--- config.mk ---
export PLATFORM = sky130hd
export DESIGN_NAME = binary_gcd_unit
export DESIGN_NICKNAME = d
export VERILOG_FILES = /design/src/hdl/bgcd_pkg.sv /design/src/hdl/binary_gcd_unit.sv /design/src/hdl/bgcd_cell.sv /design/src/hdl/bgcd_ctrl.sv
export SDC_FILE = /design/constraint.sdc
export NUM_CORES = 1
export LEC_CHECK = 0
export BUFFER_PORTS_ARGS = -buffer_cell sky130_fd_sc_hd__buf_2
export CAP_MARGIN = 10
export CELL_PAD_IN_SITES_DETAIL_PLACEMENT = 1
export CELL_PAD_IN_SITES_GLOBAL_PLACEMENT = 1
export CORE_MARGIN = 2
export CORE_UTILIZATION = 40
export CTS_CLUSTER_DIAMETER = 80
export DETAILED_ROUTE_END_ITERATION = 16
export MAX_ROUTING_LAYER = met4
export PLACE_DENSITY = 0.76
export SLEW_MARGIN = 20
export SYNTH_ARGS = -nofsm -noshare
export SYNTH_HDL_FRONTEND = slang
export SYNTH_SLANG_ARGS = --single-unit
--- constraint.sdc ---
create_clock -name clk -period 14.1 [get_ports clk]
set_clock_uncertainty 0.2 [all_clocks]
set_input_delay 2.115 -clock clk [delete_from_list [all_inputs] [get_ports clk]]
set_output_delay 2.115 -clock clk [all_outputs]
set_load 0.02 [all_outputs]
--- src/hdl/bgcd_pkg.sv ---
package bgcd_pkg;

  // Default datapath width of the cell row.
  localparam int unsigned DefDataWidth = 32;

  // Width of the operand and result fields on the ports.
  localparam int unsigned FieldWidth = 32;

  // Command broadcast to every cell of the row in a cycle.
  typedef enum logic [2:0] {
    OP_HOLD,
    OP_LOAD,
    OP_SHR_BOTH,
    OP_SHR_A,
    OP_SHR_B,
    OP_SUB,
    OP_SHL_A
  } op_t;

  // Sequencer states.
  typedef enum logic [2:0] {
    ST_IDLE,
    ST_CHECK,
    ST_SHARED,
    ST_STRIP_A,
    ST_LOOP,
    ST_RESTORE
  } state_t;

  // Status gathered from the cell row.
  typedef struct packed {
    logic a_lsb;
    logic b_lsb;
    logic a_zero;
    logic b_zero;
  } row_status_t;

  // Commands from the sequencer to the row and to the result register.
  typedef struct packed {
    op_t  op;
    logic emit;
    logic emit_sel_b;
  } ctrl_t;

endpackage

--- src/hdl/binary_gcd_unit.sv ---
// Binary (Stein) GCD over a row of one-bit cells driven by a sequencer.
// The done strobe is registered from a result given in the check state when an operand is zero,
// else in the restore state, after the shared-twos, strip-a and subtract-loop states have
// run and the shared twos have been shifted back into a.
// The receiver cannot stall; a new start is taken in the cycle the result is shown,
// so the item interval equals the latency. Synchronous active-high reset idles it.
module binary_gcd_unit
  import bgcd_pkg::*;
#(
  parameter int unsigned DATA_WIDTH = DefDataWidth
) (
  input  logic                  clk,
  input  logic                  rst,
  input  logic                  start,
  input  logic [FieldWidth-1:0] operand_a,
  input  logic [FieldWidth-1:0] operand_b,
  output logic                  busy,
  output logic                  done,
  output logic [FieldWidth-1:0] divisor
);

  // Cell i holds bit i of both a and b. Right shifts take the bit of the
  // cell above, left shifts the bit of the cell below. The borrow of b - a
  // and of a - b ripple upward, and the borrow out of the top cell tells
  // every cell whether b < a, i.e. whether the subtract step must swap.
  logic [DATA_WIDTH-1:0] a_bits;
  logic [DATA_WIDTH-1:0] b_bits;
  logic [DATA_WIDTH:0]   borrow_ba;
  logic [DATA_WIDTH:0]   borrow_ab;
  logic [DATA_WIDTH:0]   a_zero_chain;
  logic [DATA_WIDTH:0]   b_zero_chain;
  logic [DATA_WIDTH-1:0] ld_a;
  logic [DATA_WIDTH-1:0] ld_b;
  logic [DATA_WIDTH-1:0] a_up;
  logic [DATA_WIDTH-1:0] b_up;
  logic [DATA_WIDTH-1:0] a_dn;
  logic [FieldWidth-1:0] a_field;
  logic [FieldWidth-1:0] b_field;
  row_status_t           status;
  ctrl_t                 ctrl;

  assign borrow_ba[0]    = 1'b0;
  assign borrow_ab[0]    = 1'b0;
  assign a_zero_chain[0] = 1'b1;
  assign b_zero_chain[0] = 1'b1;

  // Operands wrap to the datapath width; a wider datapath zero-extends them.
  // The result never exceeds an operand, so its low field bits are all of it.
  genvar i;
  generate
    for (i = 0; i < DATA_WIDTH; i++) begin : g_ld
      if (i < FieldWidth) begin : g_in
        assign ld_a[i] = operand_a[i];
        assign ld_b[i] = operand_b[i];
      end else begin : g_ext
        assign ld_a[i] = 1'b0;
        assign ld_b[i] = 1'b0;
      end
    end
    for (i = 0; i < FieldWidth; i++) begin : g_out
      if (i < DATA_WIDTH) begin : g_row
        assign a_field[i] = a_bits[i];
        assign b_field[i] = b_bits[i];
      end else begin : g_pad
        assign a_field[i] = 1'b0;
        assign b_field[i] = 1'b0;
      end
    end
  endgenerate

  assign a_up = {1'b0, a_bits[DATA_WIDTH-1:1]};
  assign b_up = {1'b0, b_bits[DATA_WIDTH-1:1]};
  assign a_dn = {a_bits[DATA_WIDTH-2:0], 1'b0};

  generate
    for (i = 0; i < DATA_WIDTH; i++) begin : g_cell
      bgcd_cell u_cell (
        .clk          (clk),
        .op           (ctrl.op),
        .ld_a         (ld_a[i]),
        .ld_b         (ld_b[i]),
        .a_up         (a_up[i]),
        .b_up         (b_up[i]),
        .a_dn         (a_dn[i]),
        .swap         (borrow_ba[DATA_WIDTH]),
        .borrow_ba_in (borrow_ba[i]),
        .borrow_ab_in (borrow_ab[i]),
        .a_zero_in    (a_zero_chain[i]),
        .b_zero_in    (b_zero_chain[i]),
        .a            (a_bits[i]),
        .b            (b_bits[i]),
        .borrow_ba_out(borrow_ba[i+1]),
        .borrow_ab_out(borrow_ab[i+1]),
        .a_zero_out   (a_zero_chain[i+1]),
        .b_zero_out   (b_zero_chain[i+1])
      );
    end
  endgenerate

  assign status.a_lsb  = a_bits[0];
  assign status.b_lsb  = b_bits[0];
  assign status.a_zero = a_zero_chain[DATA_WIDTH];
  assign status.b_zero = b_zero_chain[DATA_WIDTH];

  bgcd_ctrl #(
    .DATA_WIDTH(DATA_WIDTH)
  ) u_ctrl (
    .clk   (clk),
    .rst   (rst),
    .start (start),
    .status(status),
    .busy  (busy),
    .ctrl  (ctrl)
  );

  // Result register: the row may start on the next item while the result of
  // this one is shown for its single cycle.
  always_ff @(posedge clk) begin
    if (rst) begin
      done <= 1'b0;
    end else begin
      done <= ctrl.emit;
    end
  end

  always_ff @(posedge clk) begin
    if (ctrl.emit) begin
      divisor <= ctrl.emit_sel_b ? b_field : a_field;
    end
  end

endmodule

--- src/hdl/bgcd_cell.sv ---
module bgcd_cell
  import bgcd_pkg::*;
(
  input  logic clk,
  input  op_t  op,
  input  logic ld_a,
  input  logic ld_b,
  input  logic a_up,
  input  logic b_up,
  input  logic a_dn,
  input  logic swap,
  input  logic borrow_ba_in,
  input  logic borrow_ab_in,
  input  logic a_zero_in,
  input  logic b_zero_in,
  output logic a,
  output logic b,
  output logic borrow_ba_out,
  output logic borrow_ab_out,
  output logic a_zero_out,
  output logic b_zero_out
);

  logic a_next;
  logic b_next;
  logic diff_ba;
  logic diff_ab;

  // One bit of b - a and of a - b; the borrows ripple toward the top cell.
  assign diff_ba       = b ^ a ^ borrow_ba_in;
  assign borrow_ba_out = (~b & a) | (~(b ^ a) & borrow_ba_in);
  assign diff_ab       = a ^ b ^ borrow_ab_in;
  assign borrow_ab_out = (~a & b) | (~(a ^ b) & borrow_ab_in);

  assign a_zero_out = a_zero_in & ~a;
  assign b_zero_out = b_zero_in & ~b;

  always_comb begin
    a_next = a;
    b_next = b;
    case (op)
      OP_LOAD: begin
        a_next = ld_a;
        b_next = ld_b;
      end
      OP_SHR_BOTH: begin
        a_next = a_up;
        b_next = b_up;
      end
      OP_SHR_A: a_next = a_up;
      OP_SHR_B: b_next = b_up;
      OP_SUB: begin
        if (swap) begin
          a_next = b;
          b_next = diff_ab;
        end else begin
          b_next = diff_ba;
        end
      end
      OP_SHL_A: a_next = a_dn;
      default: begin
        a_next = a;
        b_next = b;
      end
    endcase
  end

  always_ff @(posedge clk) begin
    a <= a_next;
    b <= b_next;
  end

endmodule

--- src/hdl/bgcd_ctrl.sv ---
module bgcd_ctrl
  import bgcd_pkg::*;
#(
  parameter int unsigned DATA_WIDTH = DefDataWidth
) (
  input  logic        clk,
  input  logic        rst,
  input  logic        start,
  input  row_status_t status,
  output logic        busy,
  output ctrl_t       ctrl
);

  localparam int unsigned CntWidth = $clog2(DATA_WIDTH);

  state_t state;
  state_t state_next;
  logic [CntWidth-1:0] shared;
  logic [CntWidth-1:0] shared_next;

  always_comb begin
    state_next = state;
    unique case (state)
      ST_IDLE:    if (start) state_next = ST_CHECK;
      ST_CHECK: begin
        if (status.a_zero || status.b_zero) state_next = ST_IDLE;
        else state_next = ST_SHARED;
      end
      ST_SHARED:  if (status.a_lsb || status.b_lsb) state_next = ST_STRIP_A;
      ST_STRIP_A: if (status.a_lsb) state_next = ST_LOOP;
      ST_LOOP:    if (status.b_zero) state_next = ST_RESTORE;
      ST_RESTORE: if (shared == '0) state_next = ST_IDLE;
      default:    state_next = ST_IDLE;
    endcase
  end

  always_comb begin
    ctrl        = '{op: OP_HOLD, emit: 1'b0, emit_sel_b: 1'b0};
    shared_next = shared;
    unique case (state)
      ST_IDLE: begin
        shared_next = '0;
        if (start) ctrl.op = OP_LOAD;
      end
      ST_CHECK: begin
        // A zero operand gives the other one straight away.
        if (status.a_zero || status.b_zero) begin
          ctrl.emit       = 1'b1;
          ctrl.emit_sel_b = status.a_zero;
        end
      end
      ST_SHARED: begin
        if (!status.a_lsb && !status.b_lsb) begin
          ctrl.op     = OP_SHR_BOTH;
          shared_next = shared + 1'b1;
        end
      end
      ST_STRIP_A: if (!status.a_lsb) ctrl.op = OP_SHR_A;
      ST_LOOP: begin
        if (!status.b_zero) begin
          if (status.b_lsb) ctrl.op = OP_SUB;
          else ctrl.op = OP_SHR_B;
        end
      end
      ST_RESTORE: begin
        if (shared != '0) begin
          ctrl.op     = OP_SHL_A;
          shared_next = shared - 1'b1;
        end else begin
          ctrl.emit = 1'b1;
        end
      end
      default: ctrl.op = OP_HOLD;
    endcase
  end

  assign busy = (state != ST_IDLE);

  always_ff @(posedge clk) begin
    if (rst) begin
      state  <= ST_IDLE;
      shared <= '0;
    end else begin
      state  <= state_next;
      shared <= shared_next;
    end
  end

  // The odd value sits in a for the whole subtract loop.
  a_odd_in_loop: assert property (@(posedge clk) disable iff (rst)
    state == ST_LOOP |-> status.a_lsb)
    else $error("a is even in the subtract loop");

  // The power of two is only restored once the difference has vanished.
  b_zero_in_restore: assert property (@(posedge clk) disable iff (rst)
    state == ST_RESTORE |-> status.b_zero)
    else $error("b is nonzero while restoring shared twos");

  // Every result ends the item.
  emit_to_idle: assert property (@(posedge clk) disable iff (rst)
    ctrl.emit |=> state == ST_IDLE)
    else $error("sequencer did not return to idle after a result");

  // Each shared halving is counted.
  shared_counts: assert property (@(posedge clk) disable iff (rst)
    ctrl.op == OP_SHR_BOTH |=> shared == $past(shared) + 1'b1)
    else $error("shared factor count did not advance");

endmodule

Yosys cells after proc, flatten, opt, wreduce, memory -nomap -nowiden

Cells that the tools add are included.

Multiplexer cells: 149
Equal/unequal tests: 19
Reduce and logical (&&, ||, !) cells: 17
Bitwise operators: 436
$add $sub $neg: 2

Operators with widths:

| cell                                                 | count |
|---|---|
| bitwise AND 1 bit                                    | 186 |
| case mux 1 bit (4 select lines)                      | 32 |
| case mux 1 bit (3 select lines)                      | 32 |
| inverter 1 bit                                       | 95 |
| bitwise XOR 1 bit                                    | 94 |
| two-way mux 1 bit                                    | 67 |
| OR 1 bit                                             | 61 |
| two-way mux 32 bit                                   | 1 |
| two-way mux 3 bit                                    | 7 |
| case mux 3 bit (6 select lines)                      | 1 |
| equality test 3 bit (second input constant)          | 5 |
| case mux 3 bit (5 select lines)                      | 1 |
| case mux 5 bit (3 select lines)                      | 1 |
| equality test 3 x 2 -> 1 bit (second input constant) | 4 |
| two-way mux 5 bit                                    | 2 |
| != test 2 x 1 -> 1 bit (second input constant)       | 5 |
| nonzero test 3 bit                                   | 3 |
| two-way mux 2 bit                                    | 4 |
| equality test 3 x 1 -> 1 bit (second input constant) | 2 |
| != test 2 bit (second input constant)                | 3 |
| adder 5 x 1 -> 5 bit (second input constant)         | 1 |
| zero test 5 bit                                      | 1 |
| AND reduction 5 bit                                  | 1 |
| nonzero test 5 bit                                   | 1 |
| other kinds (10)                                     | 13 |

Output and inout port bits: 34
Flip-flop bits (word level): 105
Input bits: 67
Word-level logic and storage cells: 691

Longest topological paths before layout

Depth in word-level cells: 66
Gate-level depth with buffers: 14
Depth with buffers taken out: 12

Cells and area by module

A second synthesis with hierarchy kept.

Cell total of the unflattened synthesis: 1348
Area total of the unflattened synthesis: 12773.5 um^2

By module, submodules not included:

| module          | area an instance (um^2) | cells each | seq. area each (um^2) | times used |
|---|---|---|---|---|
| bgcd_cell       | 329.1                   | 37         | 60.1                  | 32 |
| binary_gcd_unit | 1539.0                  | 72         | 980.9                 | 1 |
| bgcd_ctrl       | 704.4                   | 92         | 160.2                 | 1 |

Worst setup path before layout

Ideal clock, no wire load.

Kind: input to register
Start point: input port start
End point: register g_cell[0].u_cell.b, enable pin
Required time: 13.467 ns
Path buffers: 0
Slack: 9.326 ns
Arrival: 4.141 ns
Setup time: 0.433 ns
Cell stages on the path: 4
Path through: nand2_1 a21oi_1 nor2_1 o22ai_1

Longest elaborated chain between the ends: 5
Elaborated cells between the ends (all ways): 8
Classes of those cells: 4 x eq/ne; 2 x mux; 2 x reduce/logical

RTL lines:

| item                                                                       | line                  | source |
|---|---|---|
| from (decl)                                                                | binary_gcd_unit.sv:14 | `input logic start,` |
| two-way mux 1 bit (*)                                                      | bgcd_ctrl.sv:43       | `if (start) ctrl.op = OP_LOAD;` |
| case mux 3 bit (5 select lines) (*)                                        | bgcd_ctrl.sv:40       | `unique case (state)` |
| equality test 3 x 2 -> 1 bit / equality test 3 bit (equally long branches) | bgcd_cell.sv:41       | `case (op)` |
| OR reduction 2 bit (no line)                                               | -                     |  |
| nonzero test 3 bit (no line) (*)                                           | -                     |  |
| to (signal assigned)                                                       | bgcd_cell.sv:70       | `b <= b_next;` |
| to (decl)                                                                  | bgcd_cell.sv:17       | `output logic b,` |

Mark *: on every way between the ends. The rest lies on a longest branch, timed or not.
A chain may end at the register's enable or synchronous reset.

Worst setup path in the final report

Start point: register g_cell[15].u_cell.b
End point: register g_cell[18].u_cell.b, data pin

Longest elaborated chain between the ends: 38
Elaborated cells between the ends (all ways): 73
Classes of those cells: 4 x eq/ne; 4 x mux; 64 x bitwise; 1 x reduce/logical

RTL lines:

| item                                | line                             | source |
|---|---|---|
| from (decl)                         | bgcd_cell.sv:17                  |  |
| from (signal assigned)              | bgcd_cell.sv:70                  |  |
| bitwise XOR 1 bit                   | bgcd_cell.sv:31, bgcd_cell.sv:33 |  |
| inverter 1 bit                      | bgcd_cell.sv:31, bgcd_cell.sv:33 |  |
| bitwise AND 1 bit                   | bgcd_cell.sv:31                  | `assign borrow_ba_out = (~b & a) \| (~(b ^ a) & borrow_ba_in);` |
| OR 1 bit                            | bgcd_cell.sv:31                  |  |
| bitwise AND 1 bit                   | bgcd_cell.sv:31                  |  |
| OR 1 bit                            | bgcd_cell.sv:31                  |  |
| bitwise AND 1 bit                   | bgcd_cell.sv:31                  |  |
| OR 1 bit                            | bgcd_cell.sv:31                  |  |
| [... 23 more ...]                   | -                                |  |
| OR 1 bit                            | bgcd_cell.sv:31                  |  |
| bitwise AND 1 bit                   | bgcd_cell.sv:31                  |  |
| OR 1 bit                            | bgcd_cell.sv:31                  |  |
| bitwise AND 1 bit                   | bgcd_cell.sv:31                  |  |
| OR 1 bit                            | bgcd_cell.sv:31                  |  |
| two-way mux 1 bit                   | bgcd_cell.sv:53                  | `if (swap) begin` |
| case mux 1 bit (3 select lines) (*) | bgcd_cell.sv:41                  |  |
| net g_cell[18].u_cell.b_next        | bgcd_cell.sv:25                  | `logic b_next;` |
| to (signal assigned)                | bgcd_cell.sv:70                  |  |
| to (decl)                           | bgcd_cell.sv:17                  |  |

The timed path passes the listed nets; every way through them passes the cells marked *.

==> out/qor.csv <==
stage,metric,value,unit
outcome,status,"finished, final reports clean",
detailed_routing,finalWirelength,25.8,mm
synth,postSynthCellCount,874,
finish,antenna-diode-count,0,
die,boundaryPins,101,
sta,max_freq,220,MHz
place,dp_hpwl,18.8,mm
place,dp_cells,1205,
sta,setup_viol,0,
sta,max_slew_margin,0.351,
sta,rsz0062_at_grt,no,
synth,synth_ff_type,edfxtp_1,
grt,grt_use_total,0.263,
synth,syn_avg_cell_area,9.02,um2
synth,ys_ff_latch,105,
pwr,leakagePower,3.83,nW
synth,synth_edf_count,96,
sta,finalMaxSlewViolations,0,
synth,synthArstFlopShare,0,
worst_setup_path,path_buf_inv,2,
pwr,ir_worst_vdd,0.0650,mV
finish,fin_nets,1087,
clocking,root_buffer,clkbuf_16,
detailed_routing,drc,0,
grt,grt_max_degree,94,
place,port_buffers,100,
die,die_w,144,um
detailed_routing,dr_total_vias,7206,
sta,fin_tns_setup,0,ns
grt,first_global_vias,7296,
pwr,power,1.09,mW
synth,yosys.cell_count.top_type,edfxtp_1,
sta,period_share,0.322,
clocking,clkSinkCount,105,
synth,syn_nets,1009,
finish,post_layout_nonfiller_instances,1222,
clocking,clk_pin_slew,0.08,ns
synth,ys_warn_count,0,
grt,antenna_found_initial,0,
synth,yosysTopAreaCell,edfxtp_1,
clocking,cts_hold_buf,0,
worst_setup_path,cp-start-kind,flip-flop,
detailed_routing,routed_via_density,5.90,
pwr,power.density,121,mW/mm2
worst_setup_path,path_cells,"inv_1, ha_1, o21a_1, o2111ai_1, or3_1, o211ai_1, o21ai_1, o211ai_1, nand2_1, buf_4, mux2_2, or4b_1, nand3_1",
finish,layout-area-overhead-vs-synth,14.0,%
worst_setup_path,path_common_cell,o211ai_1,
clocking,cts_buffers,9,
clocking,cts_resized,0,
synth,synth.area.top_cells,"edfxtp_1 (37%), ha_1 (11%), a22oi_1 (6.2%), nand2_1 (4.2%), inv_1 (3.9%)",
die,fp-row-count,51,
synth,ys_top_cells_by_count,"edfxtp_1 (96), nand2_1 (89), inv_1 (81), ha_1 (67), a22oi_1 (65)",
synth,ys_seq_area_frac,0.389,
sta,worst_pin_slew,0.973,ns
worst_setup_path,cp_slowest_stage_delay,0.81,ns
hold_path,min_path_type,reg -> reg,
die,die_h,144,um
clocking,cts_tree,built,
worst_setup_path,arrival,4.57,ns
worst_setup_path,critical-path-top-delay-family,compound AO/OA/AOI/OAI gates,
sta,period_needed,4.54,ns
detailed_routing,wire_per_inst,21.1,um
worst_setup_path,crit_type,reg -> reg,
synth,yosysTopAreaCellShare,0.366,
clocking,clockBufferDepth,2,
detailed_routing,first_pass_iters,5,
worst_setup_path,crit_fanout,26,
grt,grt_pass1_wl,41.0,mm
clocking,clock_latency,0.37,ns
die,start_util,0.406,
die,core-area,0.0194,mm2
worst_setup_path,end_kind,flip-flop,
run,drv_cap,0,
die,die-area,0.0208,mm2
grt,gr-total-overflow,0,
worst_setup_path,cp_slowest_cell,o211ai_1,
place,gp_routability_congestion,0.890,
detailed_routing,drt_iter0_drc,604,
sta,hold_violations,0,
worst_setup_path,critPathRequiredTime,14.14,ns
clocking,post_cts_buffers,0,
detailed_routing,postRouteAntennaNets,0,
synth,synth_area,0.00788,mm2
clocking,htreeDepth,3,
synth,synth_cell_types,59,
finish,drive_gt1_frac,0.156,
worst paths after layout:
kind                                           from             endpoint  slack, ns  cells past startpoint
worst max-delay path            g_cell[15].u_cell.b  g_cell[18].u_cell.b       9.56                     13
worst min-delay path               u_ctrl.shared[4]     u_ctrl.shared[4]       0.31                      2
worst max register to register  g_cell[15].u_cell.b  g_cell[18].u_cell.b       9.56                     13
worst min register to register     u_ctrl.shared[4]     u_ctrl.shared[4]       0.31                      2
metal layers:
layer | part of all wire | GRT usage
met1 | 0.47 | 0.351
met2 | 0.47 | 0.422
met3 | 0.036 | 0.0265
met4 | 0.022 | 0.0884
met5 | 0 | -
layout make-up:
cell class | instances | area, um2
clock buffers | 11 | 233
flip-flops and latches | 105 | 3060
well taps | 265 | 332
repair buffers | 112 | 631
multi-input cells | 643 | 4390
clock inverters | 5 | 31.3
inverters | 81 | 304
fillers | 2315 | 10400
sequential cells by signal, indices dropped and copies added (netlist names):
signal / count
divisor: 32
g_cell.u_cell.a: 32
g_cell.u_cell.b: 32
u_ctrl.shared: 5
u_ctrl.state: 3
done: 1
power by group:
| part | internal, mW | leakage [nW] | total, mW | switching [mW] |
|---|---|---|---|---|
| combinational | 0.160 | 2.73 | 0.420 | 0.260 |
| clock | 0.120 | 0.130 | 0.247 | 0.127 |
| sequential | 0.380 | 0.974 | 0.421 | 0.0417 |
through the flow:
step	setup slack [ns]	hold slack (ns)	area [um2]	util
after floorplan	9.33	0.258	7880	-
after global placement	9.71	0.273	8660	0.447
after detailed placement	9.62	0.288	8690	0.448
after CTS	9.58	0.301	8960	0.462
after global routing	9.25	0.365	8980	0.463
final	9.56	0.306	8980	0.463
layout by cell type (no fill, tap or decap), drive strengths merged, types with 5 or more instances in the layout:
master  count
a211oi      5
a21o       19
a21oi      47
a22oi      65
a31oi       7
and3        7
buf       112
clkbuf     11
dfxtp       9
edfxtp     96
ha         67
inv        82
mux2i       7
nand2      89
nand3      44
nand4       8
nor2       39
nor2b       5
nor3       19
nor4       17
o211ai     40
o21a       13
o21ai      56
o21bai      5
xnor2      11
xor2       13
kinds of logic after synthesis:
family | count (synthesis) | synth area share
buffers and inverters | 126 | 0.0605
DFF | 105 | 0.389
muxes | 11 | 0.0146
xor gates and xnor gates | 24 | 0.0267
AOI/OAI and AO/OA | 289 | 0.250
adders and majority gates | 68 | 0.109
and+or+nand+nor | 251 | 0.150
worst min-delay path, stage by stage, from the launching register on:
cell and delay (ns):
dfxtp_1 0.33, o21ai_0 0.07, a21oi_1 0.06
No activity file was read; power rests on OpenSTA's default activity.
